$ cat src/rtl/qsau_pkg.sv
`timescale 1ns / 1ps
package qsau_pkg;

  localparam int GUARD_BITS  = 8;
  localparam int MAG_W       = 30;
  localparam int SQRT_STEPS  = 32;
  localparam int N2_W        = 64;
  localparam int ROOT_W      = 31;
  localparam int REM_W       = 62;
  localparam int LANES       = 4;

  typedef struct packed {
    logic signed [31:0] quat_x;
    logic signed [31:0] quat_y;
    logic signed [31:0] quat_z;
    logic signed [31:0] quat_w;
    logic signed [31:0] rot_x;
    logic signed [31:0] rot_y;
    logic signed [31:0] rot_z;
  } quat_in_t;

  typedef struct packed {
    logic signed [31:0] out_x;
    logic signed [31:0] out_y;
    logic signed [31:0] out_z;
    logic signed [31:0] out_w;
    logic               zero_norm;
  } quat_out_t;

  // carried alongside the square root
  typedef struct packed {
    logic [LANES-1:0][MAG_W-1:0] mag;
    logic [LANES-1:0]            neg;
    logic                        zero;
  } qsau_sb_t;

  // carried alongside the divider
  typedef struct packed {
    logic [LANES-1:0] neg;
    logic             zero;
  } qsau_dsb_t;

endpackage

$ cat src/rtl/qsau_sqrt_cell.sv
`timescale 1ns / 1ps
module qsau_sqrt_cell #(
  parameter int STEP = 0
) (
  input  logic                      clk,
  input  logic                      rst_n,
  input  logic                      en,
  input  logic                      in_vld,
  input  logic [qsau_pkg::N2_W-1:0] in_n,
  input  logic [qsau_pkg::N2_W-1:0] in_res,
  input  qsau_pkg::qsau_sb_t        in_sb,
  output logic                      out_vld,
  output logic [qsau_pkg::N2_W-1:0] out_n,
  output logic [qsau_pkg::N2_W-1:0] out_res,
  output qsau_pkg::qsau_sb_t        out_sb
);

  localparam logic [qsau_pkg::N2_W-1:0] BITV =
    qsau_pkg::N2_W'(1) << (2 * (qsau_pkg::SQRT_STEPS - 1 - STEP));

  logic                      vld_r;
  logic [qsau_pkg::N2_W-1:0] n_r, n_nxt, res_r, res_nxt, trial;
  qsau_pkg::qsau_sb_t        sb_r;

  always_comb begin
    trial = in_res + BITV;
    if (in_n >= trial) begin
      n_nxt   = in_n - trial;
      res_nxt = (in_res >> 1) + BITV;
    end else begin
      n_nxt   = in_n;
      res_nxt = in_res >> 1;
    end
  end

  always_ff @(posedge clk) begin
    if (!rst_n) begin
      vld_r <= 1'b0;
    end else if (en) begin
      vld_r <= in_vld;
    end
  end

  always_ff @(posedge clk) begin
    if (en) begin
      n_r   <= n_nxt;
      res_r <= res_nxt;
      sb_r  <= in_sb;
    end
  end

  assign out_vld = vld_r;
  assign out_n   = n_r;
  assign out_res = res_r;
  assign out_sb  = sb_r;

endmodule

$ cat config.mk
export PLATFORM = sky130hd
export DESIGN_NAME = qsau_sqrt_cell
export DESIGN_NICKNAME = d
export VERILOG_FILES = /design/src/rtl/qsau_pkg.sv /design/src/rtl/qsau_sqrt_cell.sv
export SDC_FILE = /design/constraint.sdc
export NUM_CORES = 1
export LEC_CHECK = 0
export BUFFER_PORTS_ARGS = -buffer_cell sky130_fd_sc_hd__buf_2
export CAP_MARGIN = 20
export CORE_AREA = 5 5 197 199
export DETAILED_ROUTE_END_ITERATION = 8
export DIE_AREA = 0 0 202 204
export GPL_TIMING_DRIVEN = 0
export MAX_ROUTING_LAYER = met4
export PLACE_DENSITY = 0.71
export SETUP_SLACK_MARGIN = 0.05
export SKIP_LAST_GASP = 1
export SLEW_MARGIN = 0
export SYNTH_ARGS = -nofsm -noshare
export SYNTH_HDL_FRONTEND = slang
export SYNTH_SLANG_ARGS = --single-unit
$ cat constraint.sdc
create_clock -name clk -period 3.1 [get_ports clk]
set_clock_uncertainty 0.1 [all_clocks]
set_input_delay 0.155 -clock clk [delete_from_list [all_inputs] [get_ports clk]]
set_output_delay 0.155 -clock clk [all_outputs]
set_load 0.02 [all_outputs]
==> impl_metrics.csv <==
group,metric,value,unit
outcome,outcome,"finished clean",
timing,slew_headroom,0.522,
cells_and_area,area_delta_synth_final,55.6,%
worst_setup_path,end_kind,"flop",
cells_and_area,drive_above_1_share,0.327,
run,maxCapViolCount,0,
timing,setup_viol,0,
synthesis,async_flop_share,0,
pwr,peakVddDrop,0.473,mV
global_route,grt_pass1_wl,72200,um
synthesis,ys.flop_type,"edfxtp_1",
cells_and_area,nFillCells,3197,
clocking,tritoncts,"done",
worst_setup_path,slowest_stage,"o21ai_1",
synthesis,synthesis.nets,1362,
drt,num_vias,11700,
timing,final_max_slew_viol_count,0,
timing,min_period_over_period,0.965,
worst_setup_path,path_class,"in2reg",
synthesis,synth_cell_types,65,
pwr,total_power,0.0106,W
synthesis,synth_area_leaders,"edfxtp_1 (61%), ha_1 (6.4%), o21ai_0 (3.5%), a21oi_1 (3.4%), nand2_1 (3.2%)",
worst_setup_path,crit_path_cell_trace,"buf_2 > inv_1 > ha_1 > a21o_1 > a21oi_1 > a21boi_2 > o21ai_1 > a2111oi_4 > o21ai_1 > a31oi_4 > a211oi_1 > xor2_1 > o21ai_0",
synthesis,seq_area_frac_synth,0.609,
global_route,grt_max_degree,129,
timing,rsz0062_at_grt,"true",
hold_path,hp-class,"in2reg",
floorplanning,io_pins,511,
drt,viasPerCell,4.97,
clocking,clk_latency,560,ps
synthesis,synth_top_area_frac,0.607,
timing,finalHoldViolCount,0,
drt,drt_wl_total,49700,um
worst_setup_path,critPathMaxFanout,5,
clocking,root_buffer,"clkbuf_16",
clocking,clockBufferDepth,3,
global_route,track_usage,0.233,
drt,antenna_left,0,
clocking,cts_max_level,1,
drt,first_pass_iters,5,
synthesis,ys.warnings.count,0,
cells_and_area,finalNonFillerCells,2353,
placed_design,routabilityCongestion,0.897,
pwr,leakage,8.58,nW
floorplanning,rows,71,
synthesis,synth_common_cells,"edfxtp_1 (253), nand2_1 (106), o21ai_0 (88)",
synthesis,synth-seq-cells,254,
worst_setup_path,cp_common_cell,"o21ai_1",
cells_and_area,nets,2170,
worst_setup_path,cp_slowest_stage_delay,440,ps
drt,remaining_drc_errors,0,
synthesis,syn-cell-area,12500,um2
global_route,grt.overflow.total,0,
synthesis,synth_edf_count,253,
clocking,cts.sinks,254,
floorplanning,core,37000,um2
worst_setup_path,worst_setup_path_start_kind,"input pin",
synthesis,synthCells,1040,
worst_setup_path,crit_arrival,3170,ps
floorplanning,die_h,204,um
global_route,antenna_found_initial,10,
timing,worst_slew_pin_slew,716,ps
pwr,power.density,544,nW/um2
synthesis,yosys.area.top_type,"edfxtp_1",
floorplanning,start_util,0.338,
clocking,clk_pin_slew,60,ps
timing,fin_crit,2990,ps
drt,drt_iter0_markers,616,
floorplanning,die-area,41200,um2
synthesis,avgSynthCellArea,12.0,um2
placed_design,placed_cells,2026,
worst_setup_path,crit_required,3280,ps
global_route,grt_pass1_vias,12000,
drt,wire_per_inst,21.1,um
clocking,cts_buffers,30,
placed_design,io_buffers,510,
timing,max_freq,334,MHz
cells_and_area,regArea,7620,um2
synthesis,synth.most_common_cell,"edfxtp_1",
cells_and_area,multiInputGateArea,4490,um2
floorplanning,fp.dieW,202,um
placed_design,hpwl,36600,um
[path summary, 6_finish.rpt]
kind	from	endpoint	slack [ps]	cells after the start
max	in_res[3]	out_n[61]	110	13
min	in_n[56]	out_n[56]	140	4
max reg2reg	out_vld	out_vld	1850	3
min reg2reg	out_vld	out_vld	970	3
[report_power, final]
part	internal, W	switching [W]
Combinational	0.00101	0.00160
Sequential	0.00419	0.0000874
Clock	0.00223	0.00147
[flip-flops by register name, summed over array words and instances (netlist names)]
signal	flops
out_sb	125
out_n	64
out_res	64
out_vld	1
[layer usage]
metal | GRT usage | vias to the layer above | part of all wire
met5 | - | - | 0
met4 | 0.112 | 0 | 0.057
met3 | 0.0520 | 113 | 0.073
met2 | 0.380 | 518 | 0.47
met1 | 0.276 | 5569 | 0.40
li1 | - | 5497 | -
[area by class of cell]
cell class,count,area share
clock buffers,32,0.0400
plain buffers,37,0.00919
inverters,80,0.0154
flip-flops and latches,254,0.391
repair buffers,776,0.269
well taps,474,0.0305
multi-input cells,669,0.231
diodes,9,0.00116
clock inverters,22,0.0127
[metrics by stage]
stage | TNS [ps] | setup WS (ps) | util | area (um2) | hold WS [ps]
2_1_floorplan | 0 | 249 | - | 12500 | 154
3_3_place_gp | -480900 | -1840 | 0.423 | 15700 | 232
3_5_place_dp | -41370 | -872 | 0.425 | 15700 | 233
4_1_cts | 0 | 68.5 | 0.523 | 19400 | 96.2
5_1_grt | 0 | 18.5 | 0.526 | 19500 | 135
6_report | 0 | 109 | 0.526 | 19500 | 141
[cells in the final DEF, fill, tap and decap left out, types with 21 or more instances in the layout]
cell type      Yosys  final
xor2_1            25     25
o21ai_0           88     87
buf_2             13    522
clkbuf_16          0     31
o21bai_1          21     21
inv_1             80     80
dlygate4sd3_1      0    256
nand2_1          106    106
nand4_1           24     24
a21oi_1           86     85
xnor2_1           33     33
ha_1              64     64
nor2_1            37     37
a21o_1            45     45
edfxtp_1         253    253
[critical path: cells and delay by family]
family | cells | cell delay, ps
buf+inv | 2 | 190
compound gates | 9 | 2290
xor+xnor | 1 | 170
fa+ha+maj | 1 | 350
[what timing repair did]
item | CTS | global route
hold buffers | 256 | 0
pin swaps | 1 | 5
buffers inserted | 1 | 7
endpoints found under the setup margin | 56 | 64
cloned | 0 | 0
resized for setup | 6 | 7
endpoints found under the hold margin | 264 | 0
[kinds of logic after synthesis]
group | count (synthesis) | synth area share
xor gates and xnor gates | 58 | 0.0406
adders and majority gates | 65 | 0.0656
muxes | 7 | 0.00610
DFF | 254 | 0.609
buffers and inverters | 117 | 0.0379
and+or+nand+nor | 236 | 0.0906
AOI/OAI and AO/OA | 303 | 0.151
No activity file was read; power rests on OpenSTA's default activity.
