[config.mk]
export PLATFORM = sky130hd
export DESIGN_NAME = qsau_div_cell
export DESIGN_NICKNAME = d
export VERILOG_FILES = /design/src/rtl/qsau_pkg.sv /design/src/rtl/qsau_div_cell.sv
export SDC_FILE = /design/constraint.sdc
export NUM_CORES = 1
export LEC_CHECK = 0
export ABC_CLOCK_PERIOD_IN_PS = 3000
export BUFFER_PORTS_ARGS = -buffer_cell sky130_fd_sc_hd__buf_2
export CORE_AREA = 2 2 318 320
export CTS_CLUSTER_DIAMETER = 100
export DETAILED_ROUTE_END_ITERATION = 12
export DIE_AREA = 0 0 320 322
export PLACE_DENSITY = 0.53
export SLEW_MARGIN = 20
export SYNTH_ARGS = -nofsm -noshare
export SYNTH_HDL_FRONTEND = slang
export SYNTH_SLANG_ARGS = --single-unit
[constraint.sdc]
create_clock -name clk -period 3 [get_ports clk]
set_input_delay 0.15 -clock clk [delete_from_list [all_inputs] [get_ports clk]]
set_output_delay 0.15 -clock clk [all_outputs]
set_load 0.02 [all_outputs]
[src/rtl/qsau_pkg.sv]
`timescale 1ns / 1ps
package qsau_pkg;

  localparam int GUARD_BITS  = 8;
  localparam int MAG_W       = 30;
  localparam int SQRT_STEPS  = 32;
  localparam int N2_W        = 64;
  localparam int ROOT_W      = 31;
  localparam int REM_W       = 62;
  localparam int LANES       = 4;

  typedef struct packed {
    logic signed [31:0] quat_x;
    logic signed [31:0] quat_y;
    logic signed [31:0] quat_z;
    logic signed [31:0] quat_w;
    logic signed [31:0] rot_x;
    logic signed [31:0] rot_y;
    logic signed [31:0] rot_z;
  } quat_in_t;

  typedef struct packed {
    logic signed [31:0] out_x;
    logic signed [31:0] out_y;
    logic signed [31:0] out_z;
    logic signed [31:0] out_w;
    logic               zero_norm;
  } quat_out_t;

  // carried alongside the square root
  typedef struct packed {
    logic [LANES-1:0][MAG_W-1:0] mag;
    logic [LANES-1:0]            neg;
    logic                        zero;
  } qsau_sb_t;

  // carried alongside the divider
  typedef struct packed {
    logic [LANES-1:0] neg;
    logic             zero;
  } qsau_dsb_t;

endpackage

[src/rtl/qsau_div_cell.sv]
`timescale 1ns / 1ps
module qsau_div_cell #(
  parameter int QB  = 31,
  parameter int BIT = 0
) (
  input  logic                                              clk,
  input  logic                                              rst_n,
  input  logic                                              en,
  input  logic                                              in_vld,
  input  logic [qsau_pkg::LANES-1:0][qsau_pkg::REM_W-1:0]   in_rem,
  input  logic [qsau_pkg::LANES-1:0][QB-1:0]                in_q,
  input  logic [qsau_pkg::ROOT_W-1:0]                       in_s,
  input  qsau_pkg::qsau_dsb_t                               in_sb,
  output logic                                              out_vld,
  output logic [qsau_pkg::LANES-1:0][qsau_pkg::REM_W-1:0]   out_rem,
  output logic [qsau_pkg::LANES-1:0][QB-1:0]                out_q,
  output logic [qsau_pkg::ROOT_W-1:0]                       out_s,
  output qsau_pkg::qsau_dsb_t                               out_sb
);

  logic                                            vld_r;
  logic [qsau_pkg::LANES-1:0][qsau_pkg::REM_W-1:0] rem_r, rem_nxt;
  logic [qsau_pkg::LANES-1:0][QB-1:0]              q_r, q_nxt;
  logic [qsau_pkg::ROOT_W-1:0]                     s_r;
  qsau_pkg::qsau_dsb_t                             sb_r;
  logic [qsau_pkg::REM_W-1:0]                      dvs;

  // restoring step: one quotient bit per lane
  always_comb begin
    dvs     = qsau_pkg::REM_W'(in_s) << BIT;
    rem_nxt = in_rem;
    q_nxt   = in_q;
    for (int l = 0; l < qsau_pkg::LANES; l++) begin
      if (in_rem[l] >= dvs) begin
        rem_nxt[l]    = in_rem[l] - dvs;
        q_nxt[l][BIT] = 1'b1;
      end
    end
  end

  always_ff @(posedge clk) begin
    if (!rst_n) begin
      vld_r <= 1'b0;
    end else if (en) begin
      vld_r <= in_vld;
    end
  end

  always_ff @(posedge clk) begin
    if (en) begin
      rem_r <= rem_nxt;
      q_r   <= q_nxt;
      s_r   <= in_s;
      sb_r  <= in_sb;
    end
  end

  assign out_vld = vld_r;
  assign out_rem = rem_r;
  assign out_q   = q_r;
  assign out_s   = s_r;
  assign out_sb  = sb_r;

endmodule

==> key figures <==
Outcome
  • Outcome: complete, no violations

STA
  • Max Slew Vio Count: 0
  • # setup viols final: 0
  • Clk_skew: 0 ns
  • Fmax: 0.335 GHz
  • Final hold vios: 0
  • Min Tclk post-route: 2.99 ns
  • RSZ-0062 raised after global routing: yes
  • Slew @ Worst Pin: 0.776 ns
  • Share of the clock period used by the worst path after layout: 99.6%
  • Slew headroom: 48.0%

Routing
  • Routed vias/inst: 4.75
  • DR pass1 iterations: 5
  • Antenna-violating nets left: 0
  • Initial DRC Count: 1871
  • Vias: 25900
  • Post-Route WL: 118000 microns
  • Avg WL per Cell: 21.7 microns
  • DRC violations left: 0

Global route
  • Vias in the first global route: 25700
  • Antenna violations before repair: 17
  • Largest net degree at the start of global routing: 64
  • Gr usage total: 21.7%
  • Global route total overflow: 0
  • First-pass GRT wire length: 167000 microns

Synth
  • Number of synthesized register bits: 409
  • Synthesized cell area: 24300 sq um
  • Top FF cell, synth: edfxtp_1
  • Distinct cells, synth: 83
  • Synthesized net count: 2869
  • Syn Area/Cell: 10.4 sq um
  • Post-synth ARST share: 0%
  • Post-Synthesis Cells: 2329
  • Seq/Total Area, Yosys: 50.4%
  • Post-synth EDFFs: 408
  • Synth warn: 0

Power
  • Design Power: 19400 uW
  • Leakage: 0.0174 uW
  • Power Dens Cells: 476 nW/um^2
  • VDD IR max: 385 uV

Die
  • Core area: 99600 sq um
  • I/O pin total: 821
  • Initial Util: 24.4%
  • Chip height: 322 microns
  • # rows: 116
  • Total die area: 103000 sq um
  • Chip width: 320 microns

Layout
  • Finished Layout Cells: 5458
  • Fraction of layout cells with a size suffix above 1: 38.9%
  • Most common cell after layout, fill and taps aside: buf_2
  • Most frequent cells in the layout: buf_2 (819), buf_4 (585), edfxtp_1 (408)
  • Area grow syn2layout: 67.6%
  • NumNets Final: 4658
  • Fillcell total: 9784
  • Final instance area: 40800 sq um

Placed design
  • Placement Cell Area: 34500 sq um
  • GPL Wtd Cong: 0.924
  • Final HPWL DP: 93700 microns
  • DP Cell Count: 4948
  • I/O Buffers: 820

CTS
  • CTS Root Cell: clkbuf_16
  • Longest Clk Path Bufs: 3
  • CTS Buf Count: 51
  • Clk slew on worst S/H paths: 0.06 ns
  • CTS tree: done
  • Clk sink count: 409
  • Maximum level of the CTS H-tree: 2
  • Clk_lat worst skew: 0.63 ns

Critical path
  • Largest stage delay, worst path: 0.58 ns
  • Crit path cell chain: dlygate4sd3_1 > buf_2 > or4_1 > or4b_4 > nor3_2 > buf_4 > o2111ai_2 > a21oi_4 > buf_6 > buf_16 > mux2_2
  • Worst Setup Start Kind: input port
  • Critical Path Slowest Stage Cell: or4_1
  • CP Max Fanout: 29
  • Crit path buf inv count: 5
  • Worst R2R Setup Slack: 1.86 ns
  • CP endpoint kind: flop
  • Worst path top cell family by delay: simple AND/OR/NAND/NOR gates
  • Critical path class: in2reg
  • CP Data Required Time: 3.40 ns
  • CP arrival: 3.38 ns

Min path
  • Worst min path class: in2reg

Job
  • Max-cap viol count: 0
==> power breakdown <==
group          switching, uW  leakage (uW)  internal, uW
clock                   2680      0.000800          3670
sequential               204       0.00400          7040
combinational           3340        0.0126          2490
total                   6220        0.0174         13200
==> kinds of logic after synthesis <==
group	synth area share, %
mux	0.607
xor+xnor	7.88
compound gates	14.2
fa+ha+maj	6.71
flops	50.4
buf+inv	2.89
simple gates	17.2
==> per-layer routing <==
metal  GRT usage, %  vias to the layer above  share of wire [%]  routed length, microns
met5              0                        -              0.041                      49
met4           6.18                        8                2.9                    3410
met3           3.80                      156                6.0                    7110
met2           36.6                      948                 47                   56100
met1           28.5                    12400                 44                   51800
li1               -                    12400                  -                       -
==> synthesized netlist by cell type, types with 5 or more instances <==
cell type / n / area share, %
and3_1: 14 / 0.36
o21a_1: 18 / 0.56
ha_1: 124 / 6.4
mux2i_1: 8 / 0.33
or2_2: 14 / 0.36
and2_1: 6 / 0.15
o21bai_1: 24 / 0.74
or4_1: 34 / 1.0
a21o_1: 46 / 1.4
o21ai_0: 172 / 3.5
a31o_2: 5 / 0.18
nor3b_1: 6 / 0.19
a211oi_1: 19 / 0.59
nand2_1: 258 / 4.0
o211ai_1: 19 / 0.59
or3_1: 31 / 0.80
a221oi_1: 5 / 0.18
o2111ai_1: 5 / 0.18
clkbuf_1: 77 / 1.2
nor4b_1: 6 / 0.22
a21oi_1: 157 / 3.2
edfxtp_1: 408 / 50
nand2b_1: 21 / 0.54
o31ai_1: 14 / 0.43
mux2_2: 6 / 0.28
a31oi_1: 14 / 0.36
o31a_1: 7 / 0.25
nor2_1: 159 / 2.5
xnor2_1: 85 / 3.1
nor4_2: 7 / 0.36
inv_1: 71 / 1.1
nand3_1: 49 / 1.0
buf_2: 21 / 0.43
nor4_1: 44 / 1.1
o41ai_1: 6 / 0.22
nand3b_1: 8 / 0.25
nand4_1: 57 / 1.5
xor2_1: 132 / 4.8
and4_1: 8 / 0.29
a2111oi_0: 9 / 0.32
nor2b_1: 13 / 0.33
nand4b_1: 5 / 0.18
nor3_1: 69 / 1.4
==> final timing paths <==
kind | end | start | cells past startpoint
min reg2reg | out_vld$_SDFFE_PN0P_ | out_vld$_SDFFE_PN0P_ | 3
max reg2reg | out_vld$_SDFFE_PN0P_ | out_vld$_SDFFE_PN0P_ | 3
max | out_rem[1]$_DFFE_PP_ | in_rem[50] | 11
min | out_rem[186]$_DFFE_PP_ | in_rem[186] | 4
==> metrics by stage <==
step | TNS, ns | hold slack [ns] | setup WS (ns) | util [%]
after floorplan | 0 | 0.249 | 0.00997 | -
after global placement | -82.41 | 0.327 | -0.608 | 34.7
after detailed placement | -92.65 | 0.328 | -0.627 | 34.7
after CTS | 0 | -0.195 | 0.0106 | 40.4
after global routing | -0.716 | 0.0287 | -0.0490 | 40.9
final | 0 | 0.0386 | 0.0124 | 40.9
==> repair_timing <==
item,4_1_cts,5_1_grt
resized for setup,0,76
endpoints found under the hold margin,418,1
buffers inserted,0,6
hold buffers,406,1
endpoints found under the setup margin,0,175
==> cell type report <==
class | instances | area [sq um] | area share (%)
antenna | 5 | 12.5 | 0.0307
clock buffer | 61 | 1310 | 3.22
sequential | 409 | 12300 | 30.1
timing repair buffer | 1840 | 13100 | 32.2
multi-input combinational | 1745 | 11800 | 28.9
tap | 1298 | 1620 | 3.98
inverter | 71 | 274 | 0.672
clock inverter | 29 | 353 | 0.866
==> flip-flops by register name, summed over array words and instances, names as in the netlist <==
name,count
out_s,31
out_sb,5
out_vld,1
out_q,124
out_rem,248
==> tightest hold or removal path, cell delays in order <==
cell	delay, ns
buf_2	0.10
inv_1	0.05
ha_1	0.15
a21oi_1	0.07
(Power assumes the default switching activity.)
